## src/design/smds_pkg.sv

```systemverilog
// shared types and codes for the stack machine data stack
package smds_pkg;

  // fixed field widths
  localparam int unsigned MODE_W   = 3;
  localparam int unsigned STATUS_W = 2;
  localparam int unsigned TOP_W    = 32;
  localparam int unsigned IN_W     = 32;

  // request modes (code seven is unused and acts as a no-op)
  typedef enum logic [MODE_W-1:0] {
    MODE_PUSH  = 3'd0,
    MODE_DROP  = 3'd1,
    MODE_SWAP  = 3'd2,
    MODE_DUP   = 3'd3,
    MODE_OVER  = 3'd4,
    MODE_CLEAR = 3'd5,
    MODE_DEPTH = 3'd6
  } mode_e;

  // result status codes
  typedef enum logic [STATUS_W-1:0] {
    ST_OK    = 2'd0,
    ST_UNDER = 2'd1,
    ST_OVER  = 2'd2
  } status_e;

  // datapath operations
  typedef enum logic [2:0] {
    OP_NONE,
    OP_PUSH_IN,
    OP_PUSH_TOP,
    OP_PUSH_SEC,
    OP_PUSH_CNT,
    OP_DROP,
    OP_SWAP,
    OP_CLEAR
  } op_e;

  // command from controller to datapath
  typedef struct packed {
    logic    valid;     // request accepted this cycle
    op_e     op;
    status_e status;
    logic    load_sec;  // refill second word from memory read data
  } cmd_t;

  // occupancy flags from datapath to controller
  typedef struct packed {
    logic empty;
    logic below_two;
    logic at_least_three;
    logic full;
  } flags_t;

endpackage

```

## src/design/stack_machine_data_stack_core.sv

```systemverilog
// top level of the stack machine data stack
//
//  channel  | handshake                 | payload
//  ---------+---------------------------+------------------------------------
//  request  | start, busy (accept when  | mode_i, push_word_i
//           | start && !busy)           |
//  result   | done_o (one-cycle strobe) | status_o, top_word_o, stack_depth_o
//
// the result strobe comes in the cycle after the request is accepted
// a drop that starts from three or more words holds busy while the second cached
// word is refilled from the spill memory read port
// every other request allows a new request in the very next cycle
// reset clears the element count; memory contents need no clearing
// results cannot be stalled by the receiver
module stack_machine_data_stack_core #(
  parameter int unsigned STACK_DEPTH = 64,
  parameter int unsigned WORD_WIDTH  = 32,
  parameter int unsigned CountW      = $clog2(STACK_DEPTH + 1)
) (
  input  logic                          clk_i,
  input  logic                          rst_ni,
  input  logic                          start,
  output logic                          busy,
  input  logic [smds_pkg::MODE_W-1:0]   mode_i,
  input  logic [smds_pkg::IN_W-1:0]     push_word_i,
  output logic                          done_o,
  output logic [smds_pkg::STATUS_W-1:0] status_o,
  output logic [smds_pkg::TOP_W-1:0]    top_word_o,
  output logic [CountW-1:0]             stack_depth_o
);
  import smds_pkg::*;

  cmd_t   cmd;
  flags_t flags;

  // request decode and sequencing
  smds_ctrl u_ctrl (
    .clk_i   (clk_i),
    .rst_ni  (rst_ni),
    .start   (start),
    .mode_i  (mode_i),
    .flags_i (flags),
    .cmd_o   (cmd),
    .busy    (busy),
    .done_o  (done_o)
  );

  // stack storage and result registers
  smds_dpath #(
    .STACK_DEPTH (STACK_DEPTH),
    .WORD_WIDTH  (WORD_WIDTH),
    .CountW      (CountW)
  ) u_dpath (
    .clk_i         (clk_i),
    .rst_ni        (rst_ni),
    .cmd_i         (cmd),
    .push_word_i   (push_word_i),
    .flags_o       (flags),
    .status_o      (status_o),
    .top_word_o    (top_word_o),
    .stack_depth_o (stack_depth_o)
  );

endmodule

```

## src/design/smds_ctrl.sv

```systemverilog
// controller: decodes requests, checks occupancy and sequences the refill cycle
module smds_ctrl (
  input  logic                          clk_i,
  input  logic                          rst_ni,
  input  logic                          start,
  input  logic [smds_pkg::MODE_W-1:0]   mode_i,
  input  smds_pkg::flags_t              flags_i,
  output smds_pkg::cmd_t                cmd_o,
  output logic                          busy,
  output logic                          done_o
);
  import smds_pkg::*;

  typedef enum logic {
    S_IDLE,
    S_FILL
  } state_e;

  state_e state_q, state_d;
  logic   done_q, done_d;
  logic   accept;
  logic   refill;

  assign accept = start && (state_q == S_IDLE);

  // decode the request against current occupancy
  always_comb begin
    cmd_o          = '0;
    cmd_o.valid    = accept;
    cmd_o.op       = OP_NONE;
    cmd_o.status   = ST_OK;
    cmd_o.load_sec = (state_q == S_FILL);
    refill         = 1'b0;
    unique case (mode_i)
      MODE_PUSH: begin
        if (flags_i.full) cmd_o.status = ST_OVER;
        else cmd_o.op = OP_PUSH_IN;
      end
      MODE_DROP: begin
        if (flags_i.empty) cmd_o.status = ST_UNDER;
        else begin
          cmd_o.op = OP_DROP;
          refill   = flags_i.at_least_three;
        end
      end
      MODE_SWAP: begin
        if (flags_i.below_two) cmd_o.status = ST_UNDER;
        else cmd_o.op = OP_SWAP;
      end
      MODE_DUP: begin
        if (flags_i.empty) cmd_o.status = ST_UNDER;
        else if (flags_i.full) cmd_o.status = ST_OVER;
        else cmd_o.op = OP_PUSH_TOP;
      end
      MODE_OVER: begin
        if (flags_i.below_two) cmd_o.status = ST_UNDER;
        else if (flags_i.full) cmd_o.status = ST_OVER;
        else cmd_o.op = OP_PUSH_SEC;
      end
      MODE_CLEAR: cmd_o.op = OP_CLEAR;
      MODE_DEPTH: begin
        if (flags_i.full) cmd_o.status = ST_OVER;
        else cmd_o.op = OP_PUSH_CNT;
      end
      default: cmd_o.op = OP_NONE;
    endcase
  end

  // next state
  always_comb begin
    state_d = state_q;
    done_d  = accept;
    unique case (state_q)
      S_IDLE: if (accept && refill) state_d = S_FILL;
      S_FILL: state_d = S_IDLE;
      default: state_d = S_IDLE;
    endcase
  end

  // state and strobe register
  always_ff @(posedge clk_i or negedge rst_ni) begin
    if (!rst_ni) begin
      state_q <= S_IDLE;
      done_q  <= 1'b0;
    end else begin
      state_q <= state_d;
      done_q  <= done_d;
    end
  end

  assign busy   = (state_q == S_FILL);
  assign done_o = done_q;

  // refill follows an accepted request directly
  a_fill_after_accept: assert property (@(posedge clk_i) disable iff (!rst_ni)
    busy |-> $past(start && !busy))
    else $error("refill cycle without a preceding request");

  // refill lasts a single cycle
  a_fill_one_cycle: assert property (@(posedge clk_i) disable iff (!rst_ni)
    busy |=> !busy)
    else $error("refill cycle longer than one clock");

  // one result strobe per accepted request
  a_done_after_accept: assert property (@(posedge clk_i) disable iff (!rst_ni)
    done_o |-> $past(start && !busy))
    else $error("result strobe without an accepted request");

endmodule

```

## src/design/smds_dpath.sv

```systemverilog
// datapath: top two words in registers, deeper words in a spill memory
module smds_dpath #(
  parameter int unsigned STACK_DEPTH = 64,
  parameter int unsigned WORD_WIDTH  = 32,
  parameter int unsigned CountW      = $clog2(STACK_DEPTH + 1)
) (
  input  logic                          clk_i,
  input  logic                          rst_ni,
  input  smds_pkg::cmd_t                cmd_i,
  input  logic [smds_pkg::IN_W-1:0]     push_word_i,
  output smds_pkg::flags_t              flags_o,
  output logic [smds_pkg::STATUS_W-1:0] status_o,
  output logic [smds_pkg::TOP_W-1:0]    top_word_o,
  output logic [CountW-1:0]             stack_depth_o
);
  import smds_pkg::*;

  localparam int unsigned AddrW  = (STACK_DEPTH > 1) ? $clog2(STACK_DEPTH) : 1;
  localparam int unsigned WideA  = (WORD_WIDTH > IN_W) ? WORD_WIDTH : IN_W;
  localparam int unsigned WideB  = (WideA > TOP_W) ? WideA : TOP_W;
  localparam int unsigned WideW  = (WideB > CountW) ? WideB : CountW;

  logic [WORD_WIDTH-1:0] mem_q [STACK_DEPTH];
  logic [WORD_WIDTH-1:0] rd_q;
  logic [WORD_WIDTH-1:0] top_q, top_d;
  logic [WORD_WIDTH-1:0] sec_q, sec_d;
  logic [CountW-1:0]     count_q, count_d;
  logic [CountW-1:0]     spill_cnt, fill_cnt;
  logic [AddrW-1:0]      wr_addr, rd_addr;
  logic                  wr_en;
  logic [WORD_WIDTH-1:0] push_val;
  logic [WideW-1:0]      in_wide, cnt_wide, top_wide;

  logic [STATUS_W-1:0]   status_q;
  logic [TOP_W-1:0]      top_word_q;
  logic [CountW-1:0]     depth_q;

  // occupancy flags
  assign flags_o.empty          = (count_q == '0);
  assign flags_o.below_two      = (count_q < CountW'(2));
  assign flags_o.at_least_three = (count_q >= CountW'(3));
  assign flags_o.full           = (count_q >= CountW'(STACK_DEPTH));

  // spill slot below the cached pair, and the slot that refills it after a drop
  assign spill_cnt = count_q - CountW'(2);
  assign fill_cnt  = count_q - CountW'(3);
  assign wr_addr   = spill_cnt[AddrW-1:0];
  assign rd_addr   = fill_cnt[AddrW-1:0];

  // word widths adjusted to the stack word
  assign in_wide  = WideW'(push_word_i);
  assign cnt_wide = WideW'(count_q);

  always_comb begin
    unique case (cmd_i.op)
      OP_PUSH_TOP: push_val = top_q;
      OP_PUSH_SEC: push_val = sec_q;
      OP_PUSH_CNT: push_val = cnt_wide[WORD_WIDTH-1:0];
      default:     push_val = in_wide[WORD_WIDTH-1:0];
    endcase
  end

  // next state of the cached pair and the count
  always_comb begin
    top_d   = top_q;
    sec_d   = sec_q;
    count_d = count_q;
    wr_en   = 1'b0;
    if (cmd_i.valid) begin
      unique case (cmd_i.op)
        OP_PUSH_IN, OP_PUSH_TOP, OP_PUSH_SEC, OP_PUSH_CNT: begin
          wr_en   = !flags_o.below_two;
          sec_d   = top_q;
          top_d   = push_val;
          count_d = count_q + CountW'(1);
        end
        OP_DROP: begin
          top_d   = sec_q;
          count_d = count_q - CountW'(1);
        end
        OP_SWAP: begin
          top_d = sec_q;
          sec_d = top_q;
        end
        OP_CLEAR: count_d = '0;
        default: count_d = count_q;
      endcase
    end else if (cmd_i.load_sec) begin
      sec_d = rd_q;
    end
  end

  assign top_wide = WideW'(top_d);

  // spill memory with registered read
  always_ff @(posedge clk_i) begin
    if (wr_en) mem_q[wr_addr] <= sec_q;
    rd_q <= mem_q[rd_addr];
  end

  // cached top words
  always_ff @(posedge clk_i) begin
    top_q <= top_d;
    sec_q <= sec_d;
  end

  // element count
  always_ff @(posedge clk_i or negedge rst_ni) begin
    if (!rst_ni) count_q <= '0;
    else count_q <= count_d;
  end

  // result registers
  always_ff @(posedge clk_i) begin
    if (cmd_i.valid) begin
      status_q   <= cmd_i.status;
      top_word_q <= (count_d != '0) ? top_wide[TOP_W-1:0] : '0;
      depth_q    <= count_d;
    end
  end

  assign status_o      = status_q;
  assign top_word_o    = top_word_q;
  assign stack_depth_o = depth_q;

  // count never exceeds the store
  a_count_bound: assert property (@(posedge clk_i) disable iff (!rst_ni)
    count_q <= CountW'(STACK_DEPTH))
    else $error("element count beyond stack depth");

  // an error leaves the count as it was
  a_error_keeps_count: assert property (@(posedge clk_i) disable iff (!rst_ni)
    (cmd_i.valid && cmd_i.status != ST_OK) |=> count_q == $past(count_q))
    else $error("count changed on an error");

  // refill only when a second word remains
  a_refill_depth: assert property (@(posedge clk_i) disable iff (!rst_ni)
    cmd_i.load_sec |-> count_q >= CountW'(2))
    else $error("refill with fewer than two words held");

endmodule

```

## config.mk

```make
export PLATFORM = sky130hd
export DESIGN_NAME = stack_machine_data_stack_core
export DESIGN_NICKNAME = d
export VERILOG_FILES = /design/src/design/smds_pkg.sv /design/src/design/stack_machine_data_stack_core.sv /design/src/design/smds_ctrl.sv /design/src/design/smds_dpath.sv
export SDC_FILE = /design/constraint.sdc
export NUM_CORES = 2
export LEC_CHECK = 0
export ABC_AREA = 0
export BUFFER_PORTS_ARGS = -buffer_cell sky130_fd_sc_hd__buf_2
export CORE_UTILIZATION = 45
export CTS_CLUSTER_DIAMETER = 100
export DETAILED_ROUTE_END_ITERATION = 10
export GPL_TIMING_DRIVEN = 0
export HOLD_SLACK_MARGIN = 0.1
export PLACE_DENSITY = 0.62
export RECOVER_POWER = 25
export SLEW_MARGIN = 20
export SYNTH_ARGS = -nofsm -noshare
export SYNTH_HDL_FRONTEND = slang
export SYNTH_SLANG_ARGS = --single-unit
```

## constraint.sdc

```tcl
create_clock -name clk_i -period 4 [get_ports clk_i]
set_clock_uncertainty 0.1 [all_clocks]
set_input_delay 0.4 -clock clk_i [delete_from_list [all_inputs] [get_ports clk_i]]
set_output_delay 0.4 -clock clk_i [all_outputs]
set_load 0.02 [all_outputs]
```

### Word level (Yosys, flattened, before mapping)

Memories as Yosys holds them, arrays and structs flattened. A register that Yosys moved wholly into a read port is not among the register bits.
Index checks and enable logic that the tools add are counted.

* reductions and logical operators: 12
* bitwise logic cells: 1
* equal/unequal tests: 14
* order comparisons: 3
* $add $sub $neg: 4
* muxes and demuxes: 31

Operators with widths (count)
* $mux 32: 4
* $pmux 32 s3: 1
* $pmux 32 s2: 1
* $eq 3x3->1 const B: 7
* $pmux 3 s7: 1
* $pmux 7 s3: 1
* $mux 3: 5
* $eq 3x2->1 const B: 4
* $sub 6x2->6 const B: 2
* $mux 1: 10
* $mux 2: 5
* $pmux 2 s5: 1
* $add 7x1->7 const B: 1
* $ge 7x2->1 const B: 1
* $ge 7x7->1 const B: 1
* $logic_not 7->1: 1
* $lt 7x2->1 const B: 1
* $mux 7: 1
* $reduce_bool 7->1: 1
* $sub 7x1->7 const B: 1
* $eq 3x1->1 const B: 2
* $reduce_or 5->1: 1
* $reduce_or 2->1: 2
* $reduce_or 4->1: 1
* other kinds (8): 9

* logic and storage cells: 74
* output and inout port bits: 43
* register bits: 114
* input bits: 38
* memories kept: 1
* memory bits (writable): 2048

Memories
* u_dpath.mem_q: words 64, width 32, rd ports 1, clocked after memory_dff 1, wr ports 1, line smds_dpath.sv:23 `logic [WORD_WIDTH-1:0] mem_q [STACK_DEPTH];`

### Longest topological paths before layout

* depth in word-level cells: 10
* mapped depth: 15
* gate-level depth less buffers: 12

### Hierarchy

From an unflattened synthesis, not the netlist that was laid out.

* cells, all modules: 3956
* area, all modules: 84619.9 um2

By module, submodules not included
* smds_dpath: area each 84377.2 um2, times used 1, cells an instance 3925, sequential area each 65147.5 um2
* smds_ctrl: area each 242.7 um2, times used 1, cells an instance 31, sequential area each 50.0 um2

### Least setup slack after synthesis

No wires, ideal clock.

* kind: flip-flop to flip-flop
* from: register u_dpath.count_q[0]
* to: memory u_dpath.mem_q[35][0], enable pin
* cell stages (with the launch flop): 12
* period minus slack after synthesis: 4.356 ns
* path buffers: 3
* setup slack: -0.356 ns
* setup time: 0.421 ns
* data required time: 3.479 ns
* arrival time: 3.835 ns
* cells stage by stage: dfrtp_1 buf_2 buf_2 clkinv_1 ha_1 nand2b_1 o311ai_4 a211o_1 buf_4 nor3b_1 nand3b_1 nor2_1

* longest elaborated chain between the ends: 10
* elaborated cells on any way between the ends: 23
* classes of those cells: add/sub (1); order compare (2); eq/ne (4); mux (13); reduce/logical (3)

RTL lines
* from (decl): line smds_dpath.sv:27 `logic [CountW-1:0] count_q, count_d;`
* from (signal assigned): line smds_dpath.sv:110 `else count_q <= count_d;`
* $ge 7x7->1: line smds_dpath.sv:42 `assign flags_o.full = (count_q >= CountW'(STACK_DEPTH));`
* $mux 2 (on tied branches): line smds_ctrl.sv:57, smds_ctrl.sv:52
* $mux 3 (on tied branches): line smds_ctrl.sv:56, smds_ctrl.sv:51
* $pmux 3 s7: line smds_ctrl.sv:34 `unique case (mode_i)`
* $eq 3x1->1 (tied with other cells): line smds_dpath.sv:70 `unique case (cmd_i.op)`
* $reduce_or 4->1: line smds_dpath.sv:70
* $mux 1: line smds_dpath.sv:70
* $mux 1: line smds_dpath.sv:69 `if (cmd_i.valid) begin`
* $mux 1: line smds_dpath.sv:97 `if (wr_en) mem_q[wr_addr] <= sec_q;`
* $mux 1 (implied by the code): line smds_dpath.sv:97
* to (decl): line smds_dpath.sv:23

Parallel ways exist; a longest one is shown, timed or not.

### Worst setup path after layout

* from: register u_dpath.count_q[0]
* to: memory u_dpath.mem_q[60][18], enable pin

Same word-level chain as after synthesis.

==> flow_metrics.env <==
export IMPL_slew_violations=0
export IMPL_grt_max_degree=31
export IMPL_numCtsBuffers=203
export IMPL_hold_depth=3
export IMPL_reg2reg_to="u_dpath.mem_q[60][18]$_DFFE_PP_"
export IMPL_synth_cells=3657
export IMPL_drc=0
export IMPL_grt_util_all_layers_pct=23.4
export IMPL_final_hold_violation_count=0
export IMPL_dr_first_iter_drc_count=5100
export IMPL_synth_ff_type="edfxtp_1"
export IMPL_fp_dieArea_um2=189000
export IMPL_ir_drop_uv=581
export IMPL_finalCriticalPeriod_ps=4040
export IMPL_p_total_mw=78.7
export IMPL_wl_mm=222
export IMPL_multi_input_area_um2=19200
export IMPL_max_slew_margin_pct=8.55
export IMPL_portBuffers=79
export IMPL_cts_tree="done"
export IMPL_path_max_fanout=12
export IMPL_cts_sinks=2194
export IMPL_power_density_nw_per_um2=784
export IMPL_finalCritPeriodShare_pct=101
export IMPL_synth_edf_count=2121
export IMPL_grt_pass1_vias=41369
export IMPL_synth_avg_cell_area_um2=23.1
export IMPL_crit_end="u_dpath.mem_q[60][18]$_DFFE_PP_"
export IMPL_max_freq_mhz=248
export IMPL_fp_dieH_um=435
export IMPL_r2r_setup_slack_ps=-40
export IMPL_gp_congestion=0.900
export IMPL_crit_type="flop to flop"
export IMPL_crit_arrival_ps=4470
export IMPL_firstDrtPassIters=5
export IMPL_core_area_um2=186000
export IMPL_ant_nets=0
export IMPL_via_per_inst=6.00
export IMPL_synth_top_family_by_area="multiplexers"
export IMPL_synth_xor_area_share_pct=0.104
export IMPL_ff2ff_path_depth=11
export IMPL_setup_violations_final=37
export IMPL_final_cells=6970
export IMPL_syn_area_um2=84400
export IMPL_dp_hpwl_mm=153
export IMPL_drive_gt1_share_pct=33.9
export IMPL_regArea_um2=65200
export IMPL_yosysWarnings=0
export IMPL_fin_ws_ps=-38.9
export IMPL_clk_pin_slew_ps=70
export IMPL_cap_violations=0
export IMPL_status="finished, violations left"
export IMPL_dp_cells=6464
export IMPL_max_clock_path_buffers=3
export IMPL_n_fill_cell=13823
export IMPL_synth_simple_area_share_pct=1.34
export IMPL_r2r_start="u_dpath.count_q[0]$_DFF_PN0_"
export IMPL_synth_seq_cells=2194
export IMPL_synth_mux_area_fraction_pct=17.9
export IMPL_rows=158
export IMPL_io_pins=81
export IMPL_synthAdderAreaFrac_pct=0.128
export IMPL_grt_ovfl_total=0
export IMPL_yosysSeqAreaShare_pct=77.3
export IMPL_start_kind="flop"
export IMPL_synthTopCellsByArea="edfxtp_1, mux4_2, dfxtp_1"
export IMPL_grt_setup_unrepaired="yes"
export IMPL_synthToLayoutAreaGrowth_pct=19.0
export IMPL_stdcell_area_um2=100000
export IMPL_cts_htree_levels=4
export IMPL_ys_types=64
export IMPL_grt_pass1_wl_mm=312
export IMPL_nets=4361
export IMPL_synth_top_cell_by_area="edfxtp_1"
export IMPL_p_leak_nw=32.1
export IMPL_fp_dieW_um=435
export IMPL_synth_compound_area_share_pct=2.14
export IMPL_cts_root_buf="clkbuf_16"
export IMPL_clk_latency_ps=840
export IMPL_endpoint_kind="flop"
export IMPL_hold_class="input pin to flop"
export IMPL_ys_async_sr_fraction_pct=0.410
export IMPL_worst_pin_slew_ps=1370
export IMPL_vias=41843
export IMPL_dpl_instance_area_um2=92500
export IMPL_drt_wirelength_per_cell_um=31.8
export IMPL_start_util_pct=45.4
export IMPL_dpl_worst_slack_ps=-2420
export IMPL_violations="negative setup slack"
export IMPL_antenna_found_initial=14
export IMPL_yosys_area_top_type_share_pct=75.5
export IMPL_worstSetupStartpoint="u_dpath.count_q[0]$_DFF_PN0_"
export IMPL_cp_required_ps=4430
[report_power, final]
group          leakage (nW)  internal, mW  total [mW]  switching [mW]
Sequential             19.9          27.5        28.2           0.695
Combinational          9.01          12.6        31.3            18.7
Clock                  3.19          10.9        19.2            8.26
[Yosys cell counts, types with 33 or more instances]
library cell	n
mux4_2	640
buf_1	38
buf_2	46
nand2_1	144
edfxtp_1	2121
a21oi_1	35
o21ai_0	44
clkbuf_1	122
nor2_1	81
dfxtp_1	64
mux2i_1	33
[flip-flops by register name, summed over array words and instances (netlist names)]
signal                 count
u_ctrl.done_o              1
u_dpath.top_word_o        32
u_dpath.status_o           2
u_dpath.rd_q              32
u_dpath.mem_q           2048
u_dpath.count_q            7
u_dpath.sec_q             32
u_ctrl.busy                1
u_dpath.stack_depth_o      7
u_dpath.top_q             32
[layout make-up]
class	instances	share of cell area [%]
plain buffers	213	1.18
clock buffers	277	5.61
clock inverters	98	0.908
repair buffers	391	5.11
flip-flops and latches	2194	64.9
well taps	2480	3.09
inverters	9	0.0498
diodes	5	0.0125
multi-input cells	1303	19.1
[cells by family (layout without fill, tap and decap cells)]
group,after synthesis,in the layout
AOI/OAI and AO/OA,248,248
xor gates and xnor gates,10,10
adders and majority gates,8,8
buffers and inverters,223,988
DFF,2194,2194
muxes,705,705
other,1,69
and+or+nand+nor,268,268
[timing repair]
| action | 4_1_cts | 5_1_grt |
|---|---|---|
| gates resized for setup | 140 | 43 |
| gates cloned | 1 | 0 |
| endpoints found under the setup margin | 2112 | 1385 |
| pin swaps | 47 | 6 |
| hold endpoints to repair | 44 | 0 |
| buffers inserted | 77 | 15 |
| hold buffers | 34 | 0 |
[metal layers]
metal | wire length (um) | GRT usage, % | vias up
met5 | 0 | 0 | -
met2 | 102000 | 35.7 | 2040
met1 | 88500 | 32.8 | 22511
met3 | 21100 | 5.34 | 395
met4 | 9890 | 9.14 | 0
li1 | - | - | 16897
[layout by cell type, fill, tap and decap left out, drive strengths merged, types with 5 or more instances in the layout]
cell,instances
a21boi,32
a21oi,36
a221o,32
a22oi,27
a31oi,6
buf,387
bufinv,17
clkbuf,452
clkdlybuf4s15,8
clkinv,74
conb,64
dfrtp,9
dfxtp,64
diode,5
dlygate4sd3,34
edfxtp,2121
ha,7
inv,12
mux2,32
mux2i,33
mux4,640
nand2,144
nand2b,6
nand3,9
nor2,81
nor3,5
o211a,6
o211ai,32
o21ai,47
or4,5
xnor2,6
[worst max-delay path: stages, from the launching register on]
cell,delay [ps]
dfrtp_1,380
buf_6,200
buf_12,160
clkinv_8,70
ha_4,160
nand2b_1,170
o311ai_4,260
a21oi_2,430
nand3_1,650
nor2_4,700
buf_16,230
buf_16,170
[how the worst min path moves through the flow]
stage	start	to
2_1_floorplan	rst_ni	u_ctrl.busy$_DFF_PN0_
3_3_place_gp	rst_ni	u_dpath.count_q[6]$_DFF_PN0_
3_5_place_dp	rst_ni	u_dpath.count_q[6]$_DFF_PN0_
4_1_cts	push_word_i[1]	u_dpath.top_q[1]$_DFF_P_
5_1_grt	push_word_i[1]	u_dpath.top_q[1]$_DFF_P_
6_report	start	u_dpath.sec_q[21]$_DFFE_PP_
[per-stage QoR]
stage	setup TNS (ps)	hold slack (ps)	util, %
4_1_cts	-18560	110	54.2
5_1_grt	-1910	143	54.0
2_1_floorplan	-434560	4.41	-
3_5_place_dp	-2901130	173	49.8
6_report	-627	212	54.0
3_3_place_gp	-6464010	175	47.4
No activity file was read; power rests on OpenSTA's default activity.
